[config.mk]
export PLATFORM = sky130hd
export DESIGN_NAME = tlv_record_parser
export DESIGN_NICKNAME = d
export VERILOG_FILES = /design/src/rtl/tlvp_pkg.sv /design/src/rtl/tlv_record_parser.sv
export VERILOG_INCLUDE_DIRS = /design/src /design/src/rtl
export SDC_FILE = /design/constraint.sdc
export NUM_CORES = 2
export LEC_CHECK = 0
export BUFFER_PORTS_ARGS = -buffer_cell sky130_fd_sc_hd__buf_4
export CAP_MARGIN = 40
export CORE_MARGIN = 5
export CORE_UTILIZATION = 45
export DETAILED_ROUTE_END_ITERATION = 12
export HOLD_SLACK_MARGIN = 0.15
export SETUP_SLACK_MARGIN = 0.1
export SLEW_MARGIN = 20
export SYNTH_ARGS = -nofsm -noshare
export SYNTH_HDL_FRONTEND = slang
export SYNTH_SLANG_ARGS = --single-unit
[constraint.sdc]
create_clock -name clk -period 8.9 [get_ports clk]
set_input_delay 0.445 -clock clk [delete_from_list [all_inputs] [get_ports clk]]
set_output_delay 0.445 -clock clk [all_outputs]
set_load 0.02 [all_outputs]
[src/rtl/tlv_record_parser_macros.svh]
// assertion helpers for the parser rtl
`ifndef TLV_RECORD_PARSER_MACROS_SVH
`define TLV_RECORD_PARSER_MACROS_SVH

// same-cycle implication
`define TLVP_ASSERT_NOW(label, ante, cons, msg) \
	label: assert property (@(posedge clk) disable iff (!arst_n) (ante) |-> (cons)) \
		else $error(msg);

// next-cycle implication
`define TLVP_ASSERT_NEXT(label, ante, cons, msg) \
	label: assert property (@(posedge clk) disable iff (!arst_n) (ante) |=> (cons)) \
		else $error(msg);

`endif

[src/rtl/tlvp_pkg.sv]
package tlvp_pkg;

	typedef enum logic [4:0] {
		PH_COUNT = 5'b00001,
		PH_TAG   = 5'b00010,
		PH_LEN   = 5'b00100,
		PH_VALUE = 5'b01000,
		PH_DONE  = 5'b10000
	} phase_t;

	localparam logic [3:0] ST_OK          = 4'd0;
	localparam logic [3:0] ST_COUNT_TRUNC = 4'd1;
	localparam logic [3:0] ST_COUNT_BIG   = 4'd2;
	localparam logic [3:0] ST_TAG_TRUNC   = 4'd3;
	localparam logic [3:0] ST_BAD_TAG     = 4'd4;
	localparam logic [3:0] ST_DUP         = 4'd5;
	localparam logic [3:0] ST_LEN_TRUNC   = 4'd6;
	localparam logic [3:0] ST_OVERRUN     = 4'd7;
	localparam logic [3:0] ST_TRAILING    = 4'd8;

	localparam logic [1:0] CFG_MAX_TAG         = 2'd0;
	localparam logic [1:0] CFG_MAX_FIELD_COUNT = 2'd1;

	localparam logic [7:0]  MAX_TAG_RST         = 8'd57;
	localparam logic [15:0] MAX_FIELD_COUNT_RST = 16'd4096;

	localparam logic [2:0] COUNT_LAST_IDX = 3'd3;
	localparam logic [2:0] LEN_LAST_IDX   = 3'd7;

	// record epoch marks in the tag seen memory; zero marks a free entry
	localparam int                 EPOCH_W     = 8;
	localparam logic [EPOCH_W-1:0] EPOCH_NONE  = '0;
	localparam logic [EPOCH_W-1:0] EPOCH_FIRST = EPOCH_W'(1);
	localparam logic [EPOCH_W-1:0] EPOCH_LAST  = '1;

endpackage

[src/rtl/tlv_record_parser.sv]
// channel   signals                        direction  payload
// byte      byte_valid / byte_stall        in         data_byte, last_byte
// result    result_valid / result_stall    out        header_valid .. status
// config    cfg_we, cfg_index, cfg_data    in         max_tag, max_field_count
//
// one byte per cycle when not stalled; a byte's result is offered from the result register after the input register
// all per-byte work sits between the input register and the result register
// arst_n clears control state and sets both config registers to their reset values, then a
// clearing pass of all TAG_SPACE (256) tag seen memory entries runs with no item advancing
// the same pass runs after every 255th record, when the record epoch wraps
// result_stall holds the result register; the input register still fills behind it
module tlv_record_parser #(
	parameter int TAG_SPACE = 256
) (
	input  logic        clk,
	input  logic        arst_n,
	input  logic        byte_valid,
	output logic        byte_stall,
	input  logic [7:0]  data_byte,
	input  logic        last_byte,
	output logic        result_valid,
	input  logic        result_stall,
	output logic        header_valid,
	output logic        value_valid,
	output logic [7:0]  field_tag,
	output logic [63:0] field_length,
	output logic [7:0]  value_byte,
	output logic        value_last,
	output logic        record_done,
	output logic [3:0]  status,
	input  logic        cfg_we,
	input  logic [1:0]  cfg_index,
	input  logic [15:0] cfg_data
);
	import tlvp_pkg::*;

	`include "tlv_record_parser_macros.svh"

	localparam int TAG_IDX_W = (TAG_SPACE > 1) ? $clog2(TAG_SPACE) : 1;
	localparam logic [TAG_IDX_W-1:0] CLR_LAST = TAG_IDX_W'(TAG_SPACE - 1);

	logic [7:0]  max_tag_q;
	logic [15:0] max_fc_q;

	logic        valid_s1;
	logic [7:0]  byte_s1;
	logic        last_s1;
	logic [EPOCH_W-1:0] seen_rd_s1;

	phase_t          phase_q, phase_n;
	logic [2:0]      idx_q, idx_n;
	logic [31:0]     fields_q, fields_n;
	logic [63:0]     vleft_q, vleft_n;
	logic [63:0]     shift_q, shift_n;
	logic [7:0]      tag_q, tag_n;
	logic [3:0]      err_q, err_n;

	logic [EPOCH_W-1:0]   seen_mem [TAG_SPACE];
	logic [EPOCH_W-1:0]   epoch_q;
	logic                 clr_q;
	logic [TAG_IDX_W-1:0] clr_idx_q;
	logic                 tag_seen;
	logic                 tag_new;
	logic                 seen_we;

	logic        hv_n, vv_n, vlast_n, done_n;
	logic [63:0] flen_n;
	logic [7:0]  vbyte_n;
	logic [3:0]  st_n;

	logic [63:0] shifted;
	logic [31:0] cnt;
	logic        bad_tag;
	logic        advance;
	logic        res_free;

	logic        res_valid_q;
	logic        hv_q, vv_q, vlast_q, done_q;
	logic [7:0]  tag_out_q, vbyte_q;
	logic [63:0] flen_q;
	logic [3:0]  st_q;

	assign res_free   = !res_valid_q || !result_stall;
	assign advance    = valid_s1 && res_free && !clr_q;
	assign byte_stall = valid_s1 && !advance;

	assign shifted = {shift_q[55:0], byte_s1};
	assign cnt     = shifted[31:0];
	assign bad_tag = (byte_s1 == 8'd0) || (byte_s1 > max_tag_q)
		|| ({1'b0, byte_s1} >= 9'(TAG_SPACE));
	assign tag_seen = (seen_rd_s1 == epoch_q);
	assign seen_we  = advance && tag_new;

	always_comb begin
		phase_n  = phase_q;
		idx_n    = idx_q;
		fields_n = fields_q;
		vleft_n  = vleft_q;
		shift_n  = shift_q;
		tag_n    = tag_q;
		err_n    = err_q;
		tag_new  = 1'b0;
		hv_n     = 1'b0;
		vv_n     = 1'b0;
		vlast_n  = 1'b0;
		done_n   = 1'b0;
		flen_n   = 64'd0;
		vbyte_n  = 8'd0;
		st_n     = ST_OK;
		if (err_q == ST_OK) begin
			unique case (phase_q)
				PH_COUNT: begin
					shift_n = shifted;
					idx_n   = idx_q + 3'd1;
					if (idx_q == COUNT_LAST_IDX) begin
						idx_n   = 3'd0;
						shift_n = 64'd0;
						if (cnt > {16'd0, max_fc_q}) begin
							err_n = ST_COUNT_BIG;
						end else begin
							fields_n = cnt;
							phase_n  = (cnt == 32'd0) ? PH_DONE : PH_TAG;
						end
					end
				end
				PH_TAG: begin
					if (bad_tag) begin
						err_n = ST_BAD_TAG;
					end else if (tag_seen) begin
						err_n = ST_DUP;
					end else begin
						tag_new = 1'b1;
						tag_n   = byte_s1;
						idx_n   = 3'd0;
						shift_n = 64'd0;
						phase_n = PH_LEN;
					end
				end
				PH_LEN: begin
					shift_n = shifted;
					idx_n   = idx_q + 3'd1;
					if (idx_q == LEN_LAST_IDX) begin
						hv_n    = 1'b1;
						flen_n  = shifted;
						idx_n   = 3'd0;
						vleft_n = shifted;
						shift_n = 64'd0;
						if (shifted == 64'd0) begin
							fields_n = fields_q - 32'd1;
							phase_n  = (fields_q == 32'd1) ? PH_DONE : PH_TAG;
						end else begin
							phase_n = PH_VALUE;
						end
					end
				end
				PH_VALUE: begin
					vv_n    = 1'b1;
					vbyte_n = byte_s1;
					vleft_n = vleft_q - 64'd1;
					if (vleft_q == 64'd1) begin
						vlast_n  = 1'b1;
						fields_n = fields_q - 32'd1;
						phase_n  = (fields_q == 32'd1) ? PH_DONE : PH_TAG;
					end
				end
				PH_DONE: begin
					err_n = ST_TRAILING;
				end
				default: begin
					err_n = ST_TRAILING;
				end
			endcase
		end
		if (last_s1) begin
			done_n = 1'b1;
			if (err_n != ST_OK) begin
				st_n = err_n;
			end else begin
				case (phase_n)
					PH_COUNT: st_n = ST_COUNT_TRUNC;
					PH_TAG:   st_n = ST_TAG_TRUNC;
					PH_LEN:   st_n = ST_LEN_TRUNC;
					PH_VALUE: st_n = ST_OVERRUN;
					default:  st_n = ST_OK;
				endcase
			end
		end
	end

	// config registers
	always_ff @(posedge clk or negedge arst_n) begin
		if (!arst_n) begin
			max_tag_q <= MAX_TAG_RST;
			max_fc_q  <= MAX_FIELD_COUNT_RST;
		end else if (cfg_we) begin
			if (cfg_index == CFG_MAX_TAG) begin
				max_tag_q <= cfg_data[7:0];
			end else if (cfg_index == CFG_MAX_FIELD_COUNT) begin
				max_fc_q <= cfg_data;
			end
		end
	end

	// input register
	always_ff @(posedge clk or negedge arst_n) begin
		if (!arst_n) begin
			valid_s1 <= 1'b0;
		end else if (!byte_stall) begin
			valid_s1 <= byte_valid;
		end
	end

	always_ff @(posedge clk) begin
		if (byte_valid && !byte_stall) begin
			byte_s1 <= data_byte;
			last_s1 <= last_byte;
		end
	end

	// tag seen memory, one epoch mark per tag, read as the byte is taken
	always_ff @(posedge clk) begin
		if (clr_q) begin
			seen_mem[clr_idx_q] <= EPOCH_NONE;
		end else if (seen_we) begin
			seen_mem[byte_s1[TAG_IDX_W-1:0]] <= epoch_q;
		end
		if (byte_valid && !byte_stall) begin
			seen_rd_s1 <= seen_mem[data_byte[TAG_IDX_W-1:0]];
		end
	end

	// record epoch and clearing pass
	always_ff @(posedge clk or negedge arst_n) begin
		if (!arst_n) begin
			epoch_q   <= EPOCH_FIRST;
			clr_q     <= 1'b1;
			clr_idx_q <= '0;
		end else if (clr_q) begin
			clr_idx_q <= clr_idx_q + TAG_IDX_W'(1);
			if (clr_idx_q == CLR_LAST) begin
				clr_q <= 1'b0;
			end
		end else if (advance && last_s1) begin
			if (epoch_q == EPOCH_LAST) begin
				epoch_q   <= EPOCH_FIRST;
				clr_q     <= 1'b1;
				clr_idx_q <= '0;
			end else begin
				epoch_q <= epoch_q + EPOCH_W'(1);
			end
		end
	end

	// parse state
	always_ff @(posedge clk or negedge arst_n) begin
		if (!arst_n) begin
			phase_q  <= PH_COUNT;
			idx_q    <= 3'd0;
			fields_q <= 32'd0;
			vleft_q  <= 64'd0;
			shift_q  <= 64'd0;
			tag_q    <= 8'd0;
			err_q    <= ST_OK;
		end else if (advance) begin
			if (last_s1) begin
				phase_q  <= PH_COUNT;
				idx_q    <= 3'd0;
				fields_q <= 32'd0;
				vleft_q  <= 64'd0;
				shift_q  <= 64'd0;
				tag_q    <= 8'd0;
				err_q    <= ST_OK;
			end else begin
				phase_q  <= phase_n;
				idx_q    <= idx_n;
				fields_q <= fields_n;
				vleft_q  <= vleft_n;
				shift_q  <= shift_n;
				tag_q    <= tag_n;
				err_q    <= err_n;
			end
		end
	end

	// result register
	always_ff @(posedge clk or negedge arst_n) begin
		if (!arst_n) begin
			res_valid_q <= 1'b0;
		end else if (res_free) begin
			res_valid_q <= advance;
		end
	end

	always_ff @(posedge clk) begin
		if (advance) begin
			hv_q      <= hv_n;
			vv_q      <= vv_n;
			tag_out_q <= tag_n;
			flen_q    <= flen_n;
			vbyte_q   <= vbyte_n;
			vlast_q   <= vlast_n;
			done_q    <= done_n;
			st_q      <= st_n;
		end
	end

	assign result_valid = res_valid_q;
	assign header_valid = hv_q;
	assign value_valid  = vv_q;
	assign field_tag    = tag_out_q;
	assign field_length = flen_q;
	assign value_byte   = vbyte_q;
	assign value_last   = vlast_q;
	assign record_done  = done_q;
	assign status       = st_q;

	`TLVP_ASSERT_NOW(a_hdr_val_excl, result_valid, !(header_valid && value_valid), "hdr and value")
	`TLVP_ASSERT_NOW(a_status_done, result_valid && !record_done, status == ST_OK, "early status")
	`TLVP_ASSERT_NOW(a_vlast_vv, result_valid && value_last, value_valid, "value_last alone")
	`TLVP_ASSERT_NEXT(a_rec_clear, advance && last_s1, phase_q == PH_COUNT, "record not cleared")

endmodule
== Word level (Yosys, flattened, before mapping) ==
Memories as Yosys holds them, arrays and structs flattened. A register that Yosys moved wholly into a read port is not among the register bits.
Cells that the tools add are included.
Cells by class
  add/subtract/negate cells: 5
  order comparisons: 2
  eq/ne operators: 23
  mux-type cells: 76
  bitwise operators: 2
  reduce and logical (&&, ||, !) cells: 37
Operator list (count)
  56-bit 2-to-1 mux: 6
  32-bit 2-to-1 mux: 7
  64-bit 2-to-1 mux: 3
  56-bit one-hot mux with 3 select lines: 1
  64-bit one-hot mux with 2 select lines: 1
  32-bit one-hot mux with 3 select lines: 1
  8-bit 2-to-1 mux: 11
  64-bit by 1-bit == test with 1-bit output (second input constant): 1
  64-bit logical NOT: 1
  64-bit by 1-bit subtractor with 64-bit output (second input constant): 1
  5-bit 2-to-1 mux: 11
  32-bit by 1-bit == test with 1-bit output (second input constant): 1
  32-bit by 16-bit greater-than comparator with 1-bit output: 1
  32-bit logical NOT: 1
  32-bit by 1-bit subtractor with 32-bit output (second input constant): 1
  4-bit 2-to-1 mux: 7
  3-bit != test (second input constant): 7
  5-bit one-hot mux with 4 select lines: 1
  1-bit 2-to-1 mux: 18
  3-bit 2-to-1 mux: 6
  8-bit by 1-bit adder with 8-bit output (second input constant): 2
  8-bit == test (second input constant): 2
  3-bit one-hot mux with 4 select lines: 1
  4-bit one-hot mux with 3 select lines: 1
  28 further kinds: 52
Storage, ports and cells
  bits in registers: 312
  RAM bits: 2048
  logic and storage cells: 170
  memories: 1
Memory list
  seen_mem: depth 256, width 8, read ports 1, clocked after memory_dff 1, write ports 1, line tlv_record_parser.sv:58  | logic [EPOCH_W-1:0] seen_mem [TAG_SPACE];

== Longest topological paths before layout ==
  depth in word-level cells: 11
  mapped depth: 14
  mapped depth without buffers: 10

== Worst setup path after synthesis ==
No wires, ideal clock.
  kind: register to register
  from: register byte_s1[0]
  to: memory seen_mem[0][0] (data pin)
  arrival time: 5704 ps
  data required time: 8031 ps
  slack: 2327 ps
  stages on the path, launching flop included: 11
  path buffers: 2
  cell sequence: edfxtp_1 > clkbuf_1 > inv_1 > ha_1 > nand4_1 > nor2_1 > a21oi_1 > or4b_4 > nor3_2 > clkbuf_1 > and2_1
On the way
  word-level cells in the longest chain between the ends: 11
RTL lines
  from (decl): line tlv_record_parser.sv:46  | logic [7:0] byte_s1;
  from (signal assigned): line tlv_record_parser.sv:215  | byte_s1 <= data_byte;
  8-bit greater-than comparator or 8-bit logical NOT (tied branches): line tlv_record_parser.sv:89  | assign bad_tag = (byte_s1 == 8'd0) || (byte_s1 > max_tag_q)
  1-bit logical OR *: line tlv_record_parser.sv:89
  1-bit 2-to-1 mux *: line tlv_record_parser.sv:127  | if (bad_tag) begin
  1-bit 2-to-1 mux *: line tlv_record_parser.sv:111  | unique case (phase_q)
  1-bit 2-to-1 mux *: line tlv_record_parser.sv:110  | if (err_q == ST_OK) begin
  1-bit logical AND *: line tlv_record_parser.sv:92  | assign seen_we = advance && tag_new;
  1-bit 2-to-1 mux *: line tlv_record_parser.sv:224  | end else if (seen_we) begin
  1-bit 2-to-1 mux *: line tlv_record_parser.sv:222  | if (clr_q) begin
  1-bit 2-to-1 mux (implied by the code) *: line tlv_record_parser.sv:225  | seen_mem[byte_s1[TAG_IDX_W-1:0]] <= epoch_q;
  8-bit OR reduction (no source line) *
  8-bit 2-to-1 mux (no source line) *
  to (decl): line tlv_record_parser.sv:58
Every way passes the cells marked *; elsewhere a longest branch is shown, timed or not.

== Final worst setup path ==
  from: register byte_s1[0]
  to: memory seen_mem[212][2] (enable)
On the way
  word-level cells in the longest chain between the ends: 11
RTL lines (line)
  8-bit greater-than comparator or 8-bit logical NOT (tied branches): tlv_record_parser.sv:89
  1-bit logical OR: tlv_record_parser.sv:89
  1-bit 2-to-1 mux: tlv_record_parser.sv:127
  1-bit 2-to-1 mux: tlv_record_parser.sv:111
  1-bit 2-to-1 mux: tlv_record_parser.sv:110
  1-bit logical AND: tlv_record_parser.sv:92
  1-bit 2-to-1 mux: tlv_record_parser.sv:224
  1-bit 2-to-1 mux: tlv_record_parser.sv:222
  1-bit 2-to-1 mux (implied by the code): tlv_record_parser.sv:225
  8-bit OR reduction (no source line)
  8-bit 2-to-1 mux (no source line) or 1-bit 2-to-1 mux (tied branches)
Parallel ways exist; a longest one is shown, timed or not.

==> key figures <==
CTS
  • Clock Tree Root: clkbuf_16
  • Clk Latency, worst-skew pair: 0.85 ns
  • Post-CTS setup buffer count: 0
  • CTS max path bufs: 3
  • Sink Count: 2368
  • Reg clk slew, reported paths: 0.06 ns
  • CTS resizes: 0
  • Cts bufs inserted: 227
  • CTS tree: done
  • CTS HTree Levels: 4

STA
  • Worst Skew: 0.02916 ns
  • Worst slew margin: 0.2228
  • Slew of the pin with the lowest slew margin: 1.166 ns
  • Final setup violation count: 0
  • Tmin final: 5.075 ns
  • Final cycle utilization of the critical path: 0.5703
  • Final Hold Viols: 0
  • RSZ-0062 raised after global routing: no
  • Setup TNS: 0 ns
  • Final slew viol count: 0
  • Max Freq: 197.0 MHz

Final layout
  • FILL cells: 16490
  • Number of nets in the layout: 5269
  • P&R area growth vs syn: 13.59%
  • Fraction of final layout cells sized beyond drive strength 1: 0.2556

Synthesis
  • Post-synth cell types: 76
  • Synthesized flop and latch total: 2368
  • Top cells by area, synth: edfxtp_1 68%, mux4_2 15%, dfrtp_1 5.4%, nor2_1 1.5%, o21ai_0 1.2%
  • Top cell type's share of synthesized area: 0.6796
  • Largest area contributor in the netlist: edfxtp_1
  • Post-synth top flop: edfxtp_1
  • Sequential share of the synthesized area: 0.7363
  • Ys Warns: 0
  • Cells after synthesis: 5005
  • Syn nets: 5071
  • Fraction of registers with async set/reset: 0.09079
  • Post-synthesis instance area: 0.09513 mm2
  • Avg Cell Area, Syn: 19.01 um2
  • EDFF count, synth: 2153

Placement
  • GP Congestion: 0.8434
  • Port buffer count: 121
  • DP HPWL: 144.2 mm

Route
  • Final ANT Viol Nets: 0
  • DRT iter0 DRCs: 5469
  • Final WL: 239.7 mm
  • DR WL/cell: 29.21 um
  • Post-route DRC: 0
  • Routed vias/inst: 6.030
  • Vias after detailed routing: 49480
  • First-pass DRT Iterations: 6

Floorplanning
  • Die height: 469.8 um
  • Die area: 0.2207 mm2
  • Die width: 469.8 um
  • FP Rows: 168
  • # IOs: 122
  • Initial core utilization: 0.4530
  • Core Box Area: 0.2100 mm2

Setup path
  • CP required: 9.36 ns
  • Element type at the critical path start: flop
  • Delay of the slowest critical-path stage: 0.67 ns
  • Crit path top cell by count: nor2_1
  • CP endpoint kind: flop
  • CP Cell Sequence: inv_1 -> ha_1 -> nand4_1 -> nor2_1 -> a21oi_1 -> or4b_4 -> or3_1 -> buf_8 -> nor3b_2 -> o21ai_4 -> buf_4 -> nor2_1
  • Crit path buf inv count: 3
  • Top delay family on crit path: simple AND/OR/NAND/NOR gates
  • Setup CP Type: reg -> reg
  • Slowest-stage cell, CP: nor2_1
  • CP max FO: 16
  • Reg2reg setup slack: 3.82 ns
  • CP arrival: 5.54 ns

Power
  • Pwr dens: 222.0 mW/mm2
  • Peak supply drop: 0.2073 mV
  • Static Leak: 34.62 nW
  • Final Power: 23.99 mW

Status
  • Status: complete, no violations

GRT
  • First-pass GRT wire length: 350.9 mm
  • Global route total overflow: 0
  • Initial antenna violation count: 5
  • GRT Total Usage: 0.2142
  • Largest net degree at the start of global routing: 176
  • Vias in the first global route: 48490

Flow run
  • Max-cap viol count: 0

Worst hold path
  • Worst hold path class: in -> async
[path summary, 6_finish.rpt]
path	from	end	depth (start not counted)
max in group asynchronous	arst_n	vleft_q[19]	3
hold / removal	arst_n	max_fc_q[14]	2
min in group clk	cfg_we	max_fc_q[5]	4
setup reg to reg	byte_s1[0]	seen_mem[212][2]	12
hold reg to reg	vleft_q[34]	vleft_q[34]	2
setup / recovery	byte_s1[0]	seen_mem[212][2]	12
[registers in the layout, summed over array words and instances, names as in the netlist, 16 cells and up]
| register | cells |
|---|---|
| fields_q | 32 |
| field_length | 64 |
| max_fc_q | 16 |
| seen_mem | 2048 |
| shift_q | 56 |
| vleft_q | 64 |
[power breakdown]
| group | internal [mW] | total [mW] | switching (mW) |
|---|---|---|---|
| registers | 12.1 | 12.4 | 0.210 |
| clock network | 5.86 | 10.0 | 4.18 |
| logic | 0.570 | 1.60 | 1.03 |
[layout by cell type (no fill, tap or decap), drive strengths merged, types with 63 or more instances in the layout]
master / instances
inv: 63
edfxtp: 2153
a21oi: 117
clkinv: 83
and2: 78
buf: 234
clkbuf: 276
nor3: 78
o21ai: 241
mux4: 640
nand2: 211
dfrtp: 207
nor2: 415
[layer usage]
| metal | global-route usage | wire length [um] |
|---|---|---|
| met1 | 0.3195 | 103600 |
| met2 | 0.3330 | 112900 |
| met3 | 0.03484 | 17050 |
| met4 | 0.05410 | 6041 |
| met5 | 0 | 0 |
[per-stage QoR]
step	worst slack (ns)	hold WS, ns	std cells	instance area, um2	util
after CTS	3.845	0.2260	8190	107800	0.5134
final	3.825	0.2338	8206	108100	0.5146
after global routing	3.654	0.2151	8205	108100	0.5146
after floorplan	2.327	0.1494	5005	95130	-
after global placement	3.711	0.4705	7724	99540	0.4740
after detailed placement	3.891	0.4815	7734	99710	0.4748
[logic make-up (layout without fill, tap and decap cells)]
kind of cell | after synthesis | count (layout) | share of synthesized area
flops | 2368 | 2368 | 0.7363
simple gates | 986 | 986 | 0.04955
mux | 673 | 673 | 0.1559
compound gates | 580 | 580 | 0.03787
buf+inv | 349 | 743 | 0.01457
fa+ha+maj | 34 | 34 | 0.004472
xor+xnor | 15 | 15 | 0.001381
other cells | 0 | 2 | 0
[Yosys cell counts (all sizes together) (9+ instances only)]
master and instances:
a221oi 16, and2 78, a22o 48, ha 34, clkbuf 204, inv 51, o22ai 9, mux2 26
xor2 10, nand2 211, edfxtp 2153, buf 94, nor4 60, dfrtp 207, a31oi 11, or3 18
nand4 18, nor3 78, nand2b 9, a21oi 117, and3 20, a22oi 55, mux4 640, nor2 415
or2 9, nor2b 13, or4 11, o21ai 241, o31ai 13, nand3 25
[layout make-up]
class                           instances  area [um2]  area share
Inverter                               51       193.9    0.001795
Clock buffer                          276        6001     0.05553
Multi-Input combinational cell       2288       24000      0.2221
Sequential cell                      2368       70040      0.6482
Antenna cell                            2       5.005  0.00004632
Timing Repair Buffer                  267        2509     0.02322
Tap cell                             2805        3510     0.03248
Clock inverter                        149        1797     0.01663
[repair_timing]
item | in CTS | in global routing
hold endpoints to repair | 155 | 2
endpoints found under the setup margin | 0 | 0
hold buffers | 31 | 2
Note: power is estimated with default switching activity, not from simulation.
